### src/sv/prhp_pkg.sv
package prhp_pkg;

  // Header field values
  localparam logic [7:0] VERSION_BYTE = 8'h01;
  localparam logic [7:0] CMD_PING     = 8'h00;
  localparam logic [7:0] CMD_CONNECT  = 8'h01;

  // Field widths
  localparam int unsigned BYTE_W = 8;
  localparam int unsigned KIND_W = 3;
  localparam int unsigned PORT_W = 16;
  localparam int unsigned ERR_W  = 3;

  // Master tdata: out_byte, port_value, error_code, zero fill to whole bytes
  localparam int unsigned M_FIELDS_W = BYTE_W + PORT_W + ERR_W;
  localparam int unsigned M_TDATA_W  = ((M_FIELDS_W + 7) / 8) * 8;

  // Parser phase, one-hot
  typedef enum logic [9:0] {
    PH_VERSION  = 10'b00_0000_0001,
    PH_COMMAND  = 10'b00_0000_0010,
    PH_UID_LEN  = 10'b00_0000_0100,
    PH_UID      = 10'b00_0000_1000,
    PH_ADDR_LEN = 10'b00_0001_0000,
    PH_ADDR     = 10'b00_0010_0000,
    PH_PORT_HI  = 10'b00_0100_0000,
    PH_PORT_LO  = 10'b00_1000_0000,
    PH_PAYLOAD  = 10'b01_0000_0000,
    PH_HALTED   = 10'b10_0000_0000
  } phase_e;

  // Result kind, carried on master tuser
  typedef enum logic [KIND_W-1:0] {
    K_HEADER  = 3'd0,
    K_ADDR    = 3'd1,
    K_PORT    = 3'd2,
    K_PAYLOAD = 3'd3,
    K_ERROR   = 3'd4,
    K_DROPPED = 3'd5
  } kind_e;

  // Error codes
  typedef enum logic [ERR_W-1:0] {
    E_NONE       = 3'd0,
    E_VERSION    = 3'd1,
    E_PING       = 3'd2,
    E_COMMAND    = 3'd3,
    E_EMPTY_ADDR = 3'd4
  } err_e;

endpackage

### src/sv/proxy_request_header_parser_unit.sv
// Proxy request header parser. Takes one decrypted client byte per beat on the
// slave side (tdata = byte, tuser = start of a new session) and returns exactly
// one result beat per input beat on the master side: tuser gives the kind
// (header consumed, address byte, port ready, payload, error, dropped), tlast
// marks the final address byte, and tdata carries the address/payload byte,
// the assembled big-endian port and the error code. The block sustains one
// beat per cycle while the master side is ready; each byte passes through the
// input register and the result register around the combinational phase update.
// A header error is reported once; later bytes come out as dropped until a
// beat arrives with the new-session flag set.
module proxy_request_header_parser_unit (
  input  logic                               clk_i,
  input  logic                               rst_ni,
  // slave side
  input  logic                               s_axis_tvalid_i,
  output logic                               s_axis_tready_o,
  input  logic [prhp_pkg::BYTE_W-1:0]        s_axis_tdata_i,  // [7:0] in_byte
  input  logic                               s_axis_tuser_i,  // [0] new_session
  // master side
  output logic                               m_axis_tvalid_o,
  input  logic                               m_axis_tready_i,
  // [7:0] out_byte, [23:8] port_value, [26:24] fault code, [31:27] zero
  output logic [prhp_pkg::M_TDATA_W-1:0]     m_axis_tdata_o,
  output logic                               m_axis_tlast_o,  // addr_last
  output logic [prhp_pkg::KIND_W-1:0]        m_axis_tuser_o   // [2:0] kind
);

  // Input register
  logic                        in_valid_q;
  logic [prhp_pkg::BYTE_W-1:0] in_byte_q;
  logic                        in_new_q;

  // Parser state
  prhp_pkg::phase_e            phase_q, phase_d;
  logic [prhp_pkg::BYTE_W-1:0] left_q, left_d;
  logic [prhp_pkg::BYTE_W-1:0] port_hi_q, port_hi_d;

  // Result register
  logic                        out_valid_q;
  prhp_pkg::kind_e             kind_q, kind_d;
  logic [prhp_pkg::BYTE_W-1:0] obyte_q, obyte_d;
  logic                        last_q, last_d;
  logic [prhp_pkg::PORT_W-1:0] port_q, port_d;
  prhp_pkg::err_e              err_q, err_d;

  // Pipeline flow
  logic out_adv;
  logic in_adv;
  logic s_acc;

  assign out_adv         = in_valid_q && (!out_valid_q || m_axis_tready_i);
  assign s_axis_tready_o = !in_valid_q || out_adv;
  assign s_acc           = s_axis_tvalid_i && s_axis_tready_o;
  assign in_adv          = out_adv;

  // Phase update for the byte in the input register
  prhp_pkg::phase_e            cur_phase;
  logic [prhp_pkg::BYTE_W-1:0] cur_left;
  logic [prhp_pkg::BYTE_W-1:0] cur_port_hi;
  logic [prhp_pkg::BYTE_W-1:0] left_dec;

  always_comb begin
    // a new session restarts at the version byte with cleared counters
    cur_phase   = in_new_q ? prhp_pkg::PH_VERSION : phase_q;
    cur_left    = in_new_q ? '0 : left_q;
    cur_port_hi = in_new_q ? '0 : port_hi_q;
    left_dec    = cur_left - 1'b1;

    phase_d   = cur_phase;
    left_d    = cur_left;
    port_hi_d = cur_port_hi;
    kind_d    = prhp_pkg::K_HEADER;
    obyte_d   = '0;
    last_d    = 1'b0;
    port_d    = '0;
    err_d     = prhp_pkg::E_NONE;

    unique case (cur_phase)
      prhp_pkg::PH_VERSION: begin
        if (in_byte_q != prhp_pkg::VERSION_BYTE) begin
          kind_d  = prhp_pkg::K_ERROR;
          err_d   = prhp_pkg::E_VERSION;
          phase_d = prhp_pkg::PH_HALTED;
        end else begin
          phase_d = prhp_pkg::PH_COMMAND;
        end
      end
      prhp_pkg::PH_COMMAND: begin
        if (in_byte_q == prhp_pkg::CMD_PING) begin
          kind_d  = prhp_pkg::K_ERROR;
          err_d   = prhp_pkg::E_PING;
          phase_d = prhp_pkg::PH_HALTED;
        end else if (in_byte_q == prhp_pkg::CMD_CONNECT) begin
          phase_d = prhp_pkg::PH_UID_LEN;
        end else begin
          kind_d  = prhp_pkg::K_ERROR;
          err_d   = prhp_pkg::E_COMMAND;
          phase_d = prhp_pkg::PH_HALTED;
        end
      end
      prhp_pkg::PH_UID_LEN: begin
        left_d  = in_byte_q;
        phase_d = (in_byte_q != '0) ? prhp_pkg::PH_UID : prhp_pkg::PH_ADDR_LEN;
      end
      prhp_pkg::PH_UID: begin
        left_d = left_dec;
        if (left_dec == '0) begin
          phase_d = prhp_pkg::PH_ADDR_LEN;
        end
      end
      prhp_pkg::PH_ADDR_LEN: begin
        if (in_byte_q == '0) begin
          kind_d  = prhp_pkg::K_ERROR;
          err_d   = prhp_pkg::E_EMPTY_ADDR;
          phase_d = prhp_pkg::PH_HALTED;
        end else begin
          left_d  = in_byte_q;
          phase_d = prhp_pkg::PH_ADDR;
        end
      end
      prhp_pkg::PH_ADDR: begin
        kind_d  = prhp_pkg::K_ADDR;
        obyte_d = in_byte_q;
        left_d  = left_dec;
        if (left_dec == '0) begin
          last_d  = 1'b1;
          phase_d = prhp_pkg::PH_PORT_HI;
        end
      end
      prhp_pkg::PH_PORT_HI: begin
        port_hi_d = in_byte_q;
        phase_d   = prhp_pkg::PH_PORT_LO;
      end
      prhp_pkg::PH_PORT_LO: begin
        kind_d  = prhp_pkg::K_PORT;
        port_d  = {cur_port_hi, in_byte_q};
        phase_d = prhp_pkg::PH_PAYLOAD;
      end
      prhp_pkg::PH_PAYLOAD: begin
        kind_d  = prhp_pkg::K_PAYLOAD;
        obyte_d = in_byte_q;
      end
      default: begin
        // halted after an error, or an unused code
        kind_d = prhp_pkg::K_DROPPED;
      end
    endcase
  end

  // Control registers
  always_ff @(posedge clk_i or negedge rst_ni) begin
    if (!rst_ni) begin
      in_valid_q  <= 1'b0;
      out_valid_q <= 1'b0;
      phase_q     <= prhp_pkg::PH_VERSION;
      left_q      <= '0;
      port_hi_q   <= '0;
    end else begin
      if (s_acc) begin
        in_valid_q <= 1'b1;
      end else if (in_adv) begin
        in_valid_q <= 1'b0;
      end
      if (out_adv) begin
        out_valid_q <= 1'b1;
        phase_q     <= phase_d;
        left_q      <= left_d;
        port_hi_q   <= port_hi_d;
      end else if (m_axis_tready_i) begin
        out_valid_q <= 1'b0;
      end
    end
  end

  // Payload registers
  always_ff @(posedge clk_i) begin
    if (s_acc) begin
      in_byte_q <= s_axis_tdata_i;
      in_new_q  <= s_axis_tuser_i;
    end
    if (out_adv) begin
      kind_q  <= kind_d;
      obyte_q <= obyte_d;
      last_q  <= last_d;
      port_q  <= port_d;
      err_q   <= err_d;
    end
  end

  // Master side
  assign m_axis_tvalid_o = out_valid_q;
  assign m_axis_tuser_o  = kind_q;
  assign m_axis_tlast_o  = last_q;
  assign m_axis_tdata_o  = {{(prhp_pkg::M_TDATA_W - prhp_pkg::M_FIELDS_W){1'b0}},
                            err_q, port_q, obyte_q};

endmodule
### config.mk
export PLATFORM = sky130hd
export DESIGN_NAME = proxy_request_header_parser_unit
export DESIGN_NICKNAME = d
export VERILOG_FILES = /design/src/sv/prhp_pkg.sv /design/src/sv/proxy_request_header_parser_unit.sv
export SDC_FILE = /design/constraint.sdc
export NUM_CORES = 1
export LEC_CHECK = 0
export ABC_AREA = 1
export BUFFER_PORTS_ARGS = -buffer_cell sky130_fd_sc_hd__buf_2
export CORE_ASPECT_RATIO = 1.25
export CORE_UTILIZATION = 35
export CTS_CLUSTER_DIAMETER = 50
export DETAILED_ROUTE_END_ITERATION = 8
export GPL_TIMING_DRIVEN = 0
export MAX_ROUTING_LAYER = met4
export PLACE_DENSITY = 0.5
export SLEW_MARGIN = 10
export SYNTH_ARGS = -nofsm -noshare
export SYNTH_HDL_FRONTEND = slang
export SYNTH_SLANG_ARGS = --single-unit
### constraint.sdc
create_clock -name clk_i -period 3.03 [get_ports clk_i]
set_input_delay 0.4545 -clock clk_i [delete_from_list [all_inputs] [get_ports clk_i]]
set_output_delay 0.4545 -clock clk_i [all_outputs]
set_load 0.01 [all_outputs]
==> results of run 1 <==
state kept, by name (all words and copies together) (netlist names):
name / flops
err_q: 3
in_byte_q: 8
in_new_q: 1
in_valid_q: 1
left_q: 8
m_axis_tlast_o: 1
m_axis_tuser_o: 3
m_axis_tvalid_o: 1
obyte_q: 8
phase_q: 10
port_hi_q: 8
port_q: 16
synthesized netlist by cell type:
cell / n
sky130_fd_sc_hd__nand2_1: 108
sky130_fd_sc_hd__nor2_1: 65
sky130_fd_sc_hd__inv_2: 1
sky130_fd_sc_hd__nand2_4: 3
sky130_fd_sc_hd__nor4_2: 1
sky130_fd_sc_hd__buf_2: 2
sky130_fd_sc_hd__o21ai_0: 4
sky130_fd_sc_hd__buf_4: 5
sky130_fd_sc_hd__o211ai_1: 7
sky130_fd_sc_hd__ha_1: 2
sky130_fd_sc_hd__inv_4: 1
sky130_fd_sc_hd__nor2_4: 5
sky130_fd_sc_hd__nand2_2: 7
sky130_fd_sc_hd__nor2_2: 1
sky130_fd_sc_hd__nand4_1: 10
sky130_fd_sc_hd__o31ai_1: 1
sky130_fd_sc_hd__a211oi_1: 1
sky130_fd_sc_hd__nand3b_1: 1
sky130_fd_sc_hd__nand3_1: 29
sky130_fd_sc_hd__nand3_2: 6
sky130_fd_sc_hd__clkbuf_1: 6
sky130_fd_sc_hd__buf_6: 3
sky130_fd_sc_hd__o22ai_1: 1
sky130_fd_sc_hd__edfxtp_1: 40
sky130_fd_sc_hd__o21bai_1: 1
sky130_fd_sc_hd__nor3_1: 3
sky130_fd_sc_hd__or2_2: 1
sky130_fd_sc_hd__a21oi_1: 14
sky130_fd_sc_hd__dfstp_2: 1
sky130_fd_sc_hd__inv_1: 48
sky130_fd_sc_hd__o21ai_4: 2
sky130_fd_sc_hd__dfrtp_1: 27
sky130_fd_sc_hd__o21ai_2: 1
sky130_fd_sc_hd__a31oi_1: 8
sky130_fd_sc_hd__conb_1: 1
sky130_fd_sc_hd__o21ai_1: 3
metal layers:
| layer | GRT usage | vias up | wire [um] | part of all wire |
|---|---|---|---|---|
| li1 | - | 1484 | - | - |
| met1 | 0.226 | 1378 | 3800 | 0.44 |
| met2 | 0.296 | 79 | 4340 | 0.50 |
| met3 | 0.0440 | 8 | 484 | 0.056 |
| met4 | 0.0574 | 0 | 83 | 0.0095 |
| met5 | - | - | 0 | 0 |
area by class of cell:
| cell class | instances | area [um2] |
|---|---|---|
| tap | 129 | 161 |
| buffer | 15 | 100 |
| multi-input combinational | 290 | 1420 |
| clock buffer | 10 | 229 |
| sequential | 68 | 1900 |
| clock inverter | 6 | 40.0 |
| fill | 1049 | 5790 |
| timing repair buffer | 45 | 225 |
| inverter | 50 | 190 |
power breakdown:
part / switching, mW / total, mW / internal, mW
sequential: 0.104 / 1.26 / 1.16
combinational: 0.522 / 0.769 / 0.246
clock: 0.389 / 0.940 / 0.551
total: 1.02 / 2.97 / 1.95
worst reg2reg max path: cells and delay by family (launching register included):
family,cells,cell delay [ns]
AND/OR/NAND/NOR,11,1.26
buffers and inverters,5,0.63
adder cells (fa/ha/maj),1,0.20
flip-flops,1,0.34
how the worst min path moves through the flow:
| stage | slack, ns | end | cells after the start | start |
|---|---|---|---|---|
| floorplan | 0.16 | in_valid_q | 0 | rst_ni |
| global placement | 0.46 | port_hi_q[4] | 2 | port_hi_q[4] |
| detailed placement | 0.47 | port_hi_q[4] | 2 | port_hi_q[4] |
| CTS | 0.18 | phase_q[3] | 1 | rst_ni |
| global route | 0.22 | phase_q[3] | 1 | rst_ni |
| finish | 0.16 | phase_q[3] | 1 | rst_ni |
cells by family after synthesis:
kind of cell    after synthesis  share of synthesized area
simple gates                240                      0.305
other cells                   1                    0.00104
fa+ha+maj                     2                    0.00695
buf+inv                      66                     0.0816
compound gates               43                     0.0771
flops                        68                      0.528
==> results.md, run 1 <==
* Run status: finished, final reports clean
* Master of the slowest instance on the critical path: sky130_fd_sc_hd__edfxtp_1
* Leakage power of the design at 2.04 nW
* Cell count after synthesis at 420
* Critical path's top delay family: simple AND/OR/NAND/NOR gates
* Most frequent standard cell in the layout excluding fill and tap cells: sky130_fd_sc_hd__nand2_1
* Cells traversed along the worst timing path: buf_6, inv_4, buf_6, buf_6, nand2_4, ha_1, inv_1, nor2_1, nand3_1, nand2_1, nand2_1, nor2_1, nand3_2, nand3_1, nand3_1, nand2_1, nand2_1
* Final-report hold violation count at 0
* Clock Pin Slew Worst Setup and Hold Paths at 0.06 ns
* Design Area, Final at ~4300 um2
* Die Area at between 10,000 and 15,000 um2
* Number of max-cap violations at 0
* Layout overhead on the synthesized area at 18.5%
* Most used cells in the layout excluding fill and tap cells: sky130_fd_sc_hd__nand2_1 (108), sky130_fd_sc_hd__nor2_1 (65), sky130_fd_sc_hd__inv_1 (48), sky130_fd_sc_hd__buf_2 (47), sky130_fd_sc_hd__edfxtp_1 (40)
* Worst voltage drop across the vdd grid at 0.000277 V
* Beginning of the critical path: in_new_q
* Core Area at between 10,000 and 15,000 um2
* Setup-violating endpoint count in the final report at 0
* Cell repeated most along the worst path: sky130_fd_sc_hd__nand2_1
* Yosys synthesis warning count at 0
* IO buf count at 45
* Remaining DRCs at 0
* Worst-case reg-to-reg path depth at 17
* Pwr/cell area at around 700 nW/um2
* Num rows at just over 40
* CP bufs+invs at 5
* CTS buffer count at 9
* Worst path max stage delay at 0.34 ns
* Final weighted congestion in routability-driven placement at 0.865
* Max Buffers Root-to-Sink at 2
* Final Power at between 2 and 3 mW
* Initial DRC Count at between 150 and 200
* Die height at roughly 120 um
* Final core utilization at 0.425
* Actual transition at the worst max-transition pin at 0.832 ns
* Critical R2R Capture: phase_q[3]
* Initial antenna violation count at 0
* Depth of the critical timing path with buffers and inverters included at 17
* Cell type with the highest aggregate area in the netlist: sky130_fd_sc_hd__edfxtp_1
* Worst Slack Setup Final at between 0.4 and 0.5 ns
* Smallest hold slack at around 0.16 ns
* Final setup TNS at 0 ns
* Global-route wire length before repair at roughly 14 mm
* Routed wire length at just under 9 mm
* Cell area after placement at roughly 4000 um2
* Clock net sink count at 68
* Count of boundary I/O pins at 51
* Final net count at slightly below 500
* Via count of the first global-routing pass at around 2,700
* FF-to-FF Start: in_new_q
* Highest clock rate at a little under 400 MHz
* Number of hold buffers added after CTS at 0
* Worst slew margin relative to its limit at 0.445
* Setup Skew at 0.00846 ns
* Drt wl/cell at between 10 and 15 um
* Worst setup timing slack at the placement stage at approximately 0.065 ns
* Vias per Instance at slightly below 5
* Final Max Tran Viols at 0
* Starting density of the core at 0.358
* Remaining number of nets flagged by the antenna check after routing at 0
* Count of instances resized after the clock tree is built at 0
* Minimum clock period after layout at about 2.5 ns
* Area fraction of the dominant cell type after synthesis at 0.333
* Sequential-to-total area share from yosys stat at 0.528
* Final standard cell count with taps included and fillers excluded at approximately 610
* Post-synthesis sequential element count at between 60 and 70
* Critical path class: flop to flop
* Required arrival time at the worst endpoint at between 3 and 4 ns
* Worst min-delay path category: input pin to asynchronous set/reset pin
* Level count of the clock H-tree at 3
* Die Span X at roughly 93 um
* Unrepaired setup endpoints after global routing: false
* Worst endpoint data arrival time at 2.76 ns
* Biggest area contributors in the synthesized netlist: sky130_fd_sc_hd__edfxtp_1 (33%), sky130_fd_sc_hd__dfrtp_1 (19%), sky130_fd_sc_hd__nand2_1 (11%)
* Via count at just under 3,000
* Total setup buffers inserted after CTS at 0
* CP Launch Type: flop
* Number of diodes at 0
* Dpl cells at between 500 and 600
* Maximum fanout along the worst path at 19
* Total routing resource utilization after global routing at 0.183
* Post-synthesis area per instance at approximately 8.6 um2
* Yosys cell types at 36
* TritonCTS clock tree: built
* First-pass iteration count of the detailed router at 5
* Clock latency of the later-clocked register in the worst-skew pair at between 0.3 and 0.4 ns
* Post-Syn Area at 3600 um2
* Overflow left after global routing at 0
* Largest net degree at the start of global routing at roughly 40
* Critical path endpoint: phase_q[3]
* R2R setup slack at 0.49 ns
* Period utilisation layout at 0.838
* Share of final-layout standard cells stronger than drive strength 1 at 0.205
* Kind of end point of the critical path: flop
* Total half-perimeter wirelength after legalization and detailed placement at 6.31 mm
* CTS Root Buffer Type: sky130_fd_sc_hd__clkbuf_16
No activity file was read; power rests on OpenSTA's default activity.
==> inputs of run 2 (changes only) <==
==> constraint.sdc (replaced) <==
create_clock -name clk_i -period 2.4 [get_ports clk_i]
set_input_delay 0.36 -clock clk_i [delete_from_list [all_inputs] [get_ports clk_i]]
set_output_delay 0.36 -clock clk_i [all_outputs]
set_load 0.01 [all_outputs]
==> results.md, run 2 (synthesized netlist as in run 1, its figures left out) <==
* Run status: finished, final reports clean
* First-pass iteration count of the detailed router at 5 (unchanged)
* TritonCTS clock tree: built
* Beginning of the critical path: in_new_q
* IO buf count at 45 (unchanged)
* Worst endpoint data arrival time at 2.47 ns (-0.29 ns)
* Most frequent standard cell in the layout excluding fill and tap cells: sky130_fd_sc_hd__nand2_1
* Share of final-layout standard cells stronger than drive strength 1 at 0.227 (+0.0226)
* Worst setup timing slack at the placement stage at -0.565 ns (-0.630 ns)
* Routed wire length at 8.83 mm (+1.4%)
* Die Area at 10,700 um2 (unchanged)
* Kind of end point of the critical path: flop
* Worst voltage drop across the vdd grid at 0.000361 V (+30%)
* Final Power at 3.79 mW (+28%)
* Clock latency of the later-clocked register in the worst-skew pair at 0.33 ns (about the same)
* Die height at 115 um (unchanged)
* Worst path max stage delay at 0.37 ns (+0.03 ns)
* Via count of the first global-routing pass at 2,738 (-0.18%)
* Overflow left after global routing at 0 (unchanged)
* Number of max-cap violations at 0 (unchanged)
* Dpl cells at 598 (unchanged)
* Clock net sink count at 68 (unchanged)
* Final Max Tran Viols at 0 (unchanged)
* Count of boundary I/O pins at 51 (unchanged)
* Final weighted congestion in routability-driven placement at 0.865 (unchanged)
* Largest net degree at the start of global routing at 41 (unchanged)
* CP Launch Type: flop
* Global-route wire length before repair at 14.0 mm (-1.0%)
* Maximum fanout along the worst path at 10 (-9)
* Num rows at 41 (unchanged)
* Max FFs per register at 16 (unchanged)
* Worst slew margin relative to its limit at 0.543 (+0.0976)
* Highest clock rate at 446 MHz (+13%)
* CTS Root Buffer Type: sky130_fd_sc_hd__clkbuf_16
* Initial DRC Count at 201 (+20%)
* Setup Skew at 0.00833 ns (-0.000127 ns)
* Via count at 3,023 (+2.5%)
* Critical path class: flop to flop
* Starting density of the core at 0.358 (unchanged)
* Final net count at 503 (+1.8%)
* Minimum clock period after layout at 2.24 ns (-0.294 ns)
* Master of the slowest instance on the critical path: sky130_fd_sc_hd__edfxtp_1
* Clock Pin Slew Worst Setup and Hold Paths at 0.06 ns (about the same)
* Level count of the clock H-tree at 3 (unchanged)
* Max Buffers Root-to-Sink at 2 (unchanged)
* Worst Slack Setup Final at 0.156 ns (-0.336 ns)
* Pwr/cell area at 866 nW/um2 (+25%)
* Setup-violating endpoint count in the final report at 0 (unchanged)
* R2R setup slack at 0.16 ns (-0.34 ns)
* Die Span X at 92.7 um (unchanged)
* FF-to-FF Start: in_new_q
* Leakage power of the design at 2.09 nW (+2.6%)
* Cells traversed along the worst timing path: buf_6, inv_4, buf_12, buf_4, o21ai_0, nand3_2, nand2_2, nor2_4, nand2_2, nand4_1, nand3_1, nand2_1, inv_1
* Total half-perimeter wirelength after legalization and detailed placement at 6.31 mm (unchanged)
* Critical path endpoint: phase_q[4]
* Number of diodes at 0 (unchanged)
* Period utilisation layout at 0.935 (+0.0975)
* Total routing resource utilization after global routing at 0.180 (-0.00232)
* Number of hold buffers added after CTS at 0 (unchanged)
* Critical R2R Capture: phase_q[4]
* CTS buffer count at 9 (unchanged)
* Worst min-delay path category: input pin to asynchronous set/reset pin
* Layout overhead on the synthesized area at 21.6%
* Remaining DRCs at 0 (unchanged)
* Final core utilization at 0.436 (+0.0110)
* Final-report hold violation count at 0 (unchanged)
* Actual transition at the worst max-transition pin at 0.685 ns (-0.146 ns)
* Vias per Instance at 4.86 (+1.0%)
* Required arrival time at the worst endpoint at 2.63 ns (-0.62 ns)
* Final standard cell count with taps included and fillers excluded at 622 (+1.5%)
* Drt wl/cell at 14.2 um (about the same)
* Largest regs: port_q x16, phase_q x10
* Worst-case reg-to-reg path depth at 13 (-4)
* Cell repeated most along the worst path: sky130_fd_sc_hd__nand2_2
* Core Area at 10,100 um2 (unchanged)
* Initial antenna violation count at 0 (unchanged)
* Register name with the most flops: port_q
* Remaining number of nets flagged by the antenna check after routing at 0 (unchanged)
* Smallest hold slack at 0.0657 ns (-0.0934 ns)
* Most used cells in the layout excluding fill and tap cells: sky130_fd_sc_hd__nand2_1 (108), sky130_fd_sc_hd__nor2_1 (62), sky130_fd_sc_hd__inv_1 (48), sky130_fd_sc_hd__buf_2 (46), sky130_fd_sc_hd__edfxtp_1 (40)
-- run 2: cell types whose count changed in the layout (fill, tap and decap cells not counted) --
| cell | change |
|---|---|
| sky130_fd_sc_hd__buf_12 | +2 |
| sky130_fd_sc_hd__buf_2 | -1 |
| sky130_fd_sc_hd__buf_4 | +9 |
| sky130_fd_sc_hd__buf_6 | -2 |
| sky130_fd_sc_hd__buf_8 | +1 |
| sky130_fd_sc_hd__ha_1 | -1 |
| sky130_fd_sc_hd__ha_2 | +1 |
| sky130_fd_sc_hd__nor2_1 | -3 |
| sky130_fd_sc_hd__nor2_2 | +2 |
| sky130_fd_sc_hd__nor2_4 | +1 |
-- run 2: cell type report --
cell class,instances,area [um2]
Clock inverter,6,40.0
Inverter,50,190
Buffer,15,115
Clock buffer,10,229
Multi-Input combinational cell,290,1440
Sequential cell,68,1900
Fill cell,1044,5680
Tap cell,129,161
Timing Repair Buffer,54,305
-- run 2: report_power, final --
| group | total [mW] | switching, mW | internal, mW |
|---|---|---|---|
| clock network | 1.19 | 0.492 | 0.696 |
| logic | 1.02 | 0.677 | 0.339 |
| registers | 1.59 | 0.131 | 1.46 |
| total | 3.79 | 1.30 | 2.49 |
-- run 2: per-layer routing --
| layer | GRT usage | vias up | routed length (um) |
|---|---|---|---|
| met5 | - | - | 0 |
| met2 | 0.295 | 77 | 4370 |
| met1 | 0.220 | 1429 | 3970 |
| met4 | 0.0574 | 0 | 100 |
| li1 | - | 1508 | - |
| met3 | 0.0440 | 9 | 390 |
-- run 2: worst min-delay path by stage --
stage,from,to,slack (ns)
finish,rst_ni,phase_q[3],0.07
global route,rst_ni,phase_q[3],0.12
CTS,rst_ni,phase_q[3],0.09
detailed placement,rst_ni,phase_q[2],0.45
global placement,rst_ni,phase_q[3],0.45
floorplan,rst_ni,in_valid_q,0.06
-- run 2: critical path: cells and delay by family, from the launching register on --
family	cells	cell delay (ns)
and+or+nand+nor	7	1.02
buffers and inverters	5	0.53
DFF	1	0.37
AOI/OAI and AO/OA	1	0.21
-- run 2: metrics by stage --
stage               instance area [um2]  TNS (ns)
floorplan                          3620         0
global placement                   4000     -7.97
global route                       4380   -0.0114
finish                             4380         0
CTS                                4280         0
detailed placement                 4000     -8.77
-- run 2: timing repair --
action                                  CTS  global route
buffers inserted                          0             9
gates resized for setup                   6             6
endpoints found under the setup margin   44             5
pin swaps                                 0             1
hold endpoints to repair                  0             0
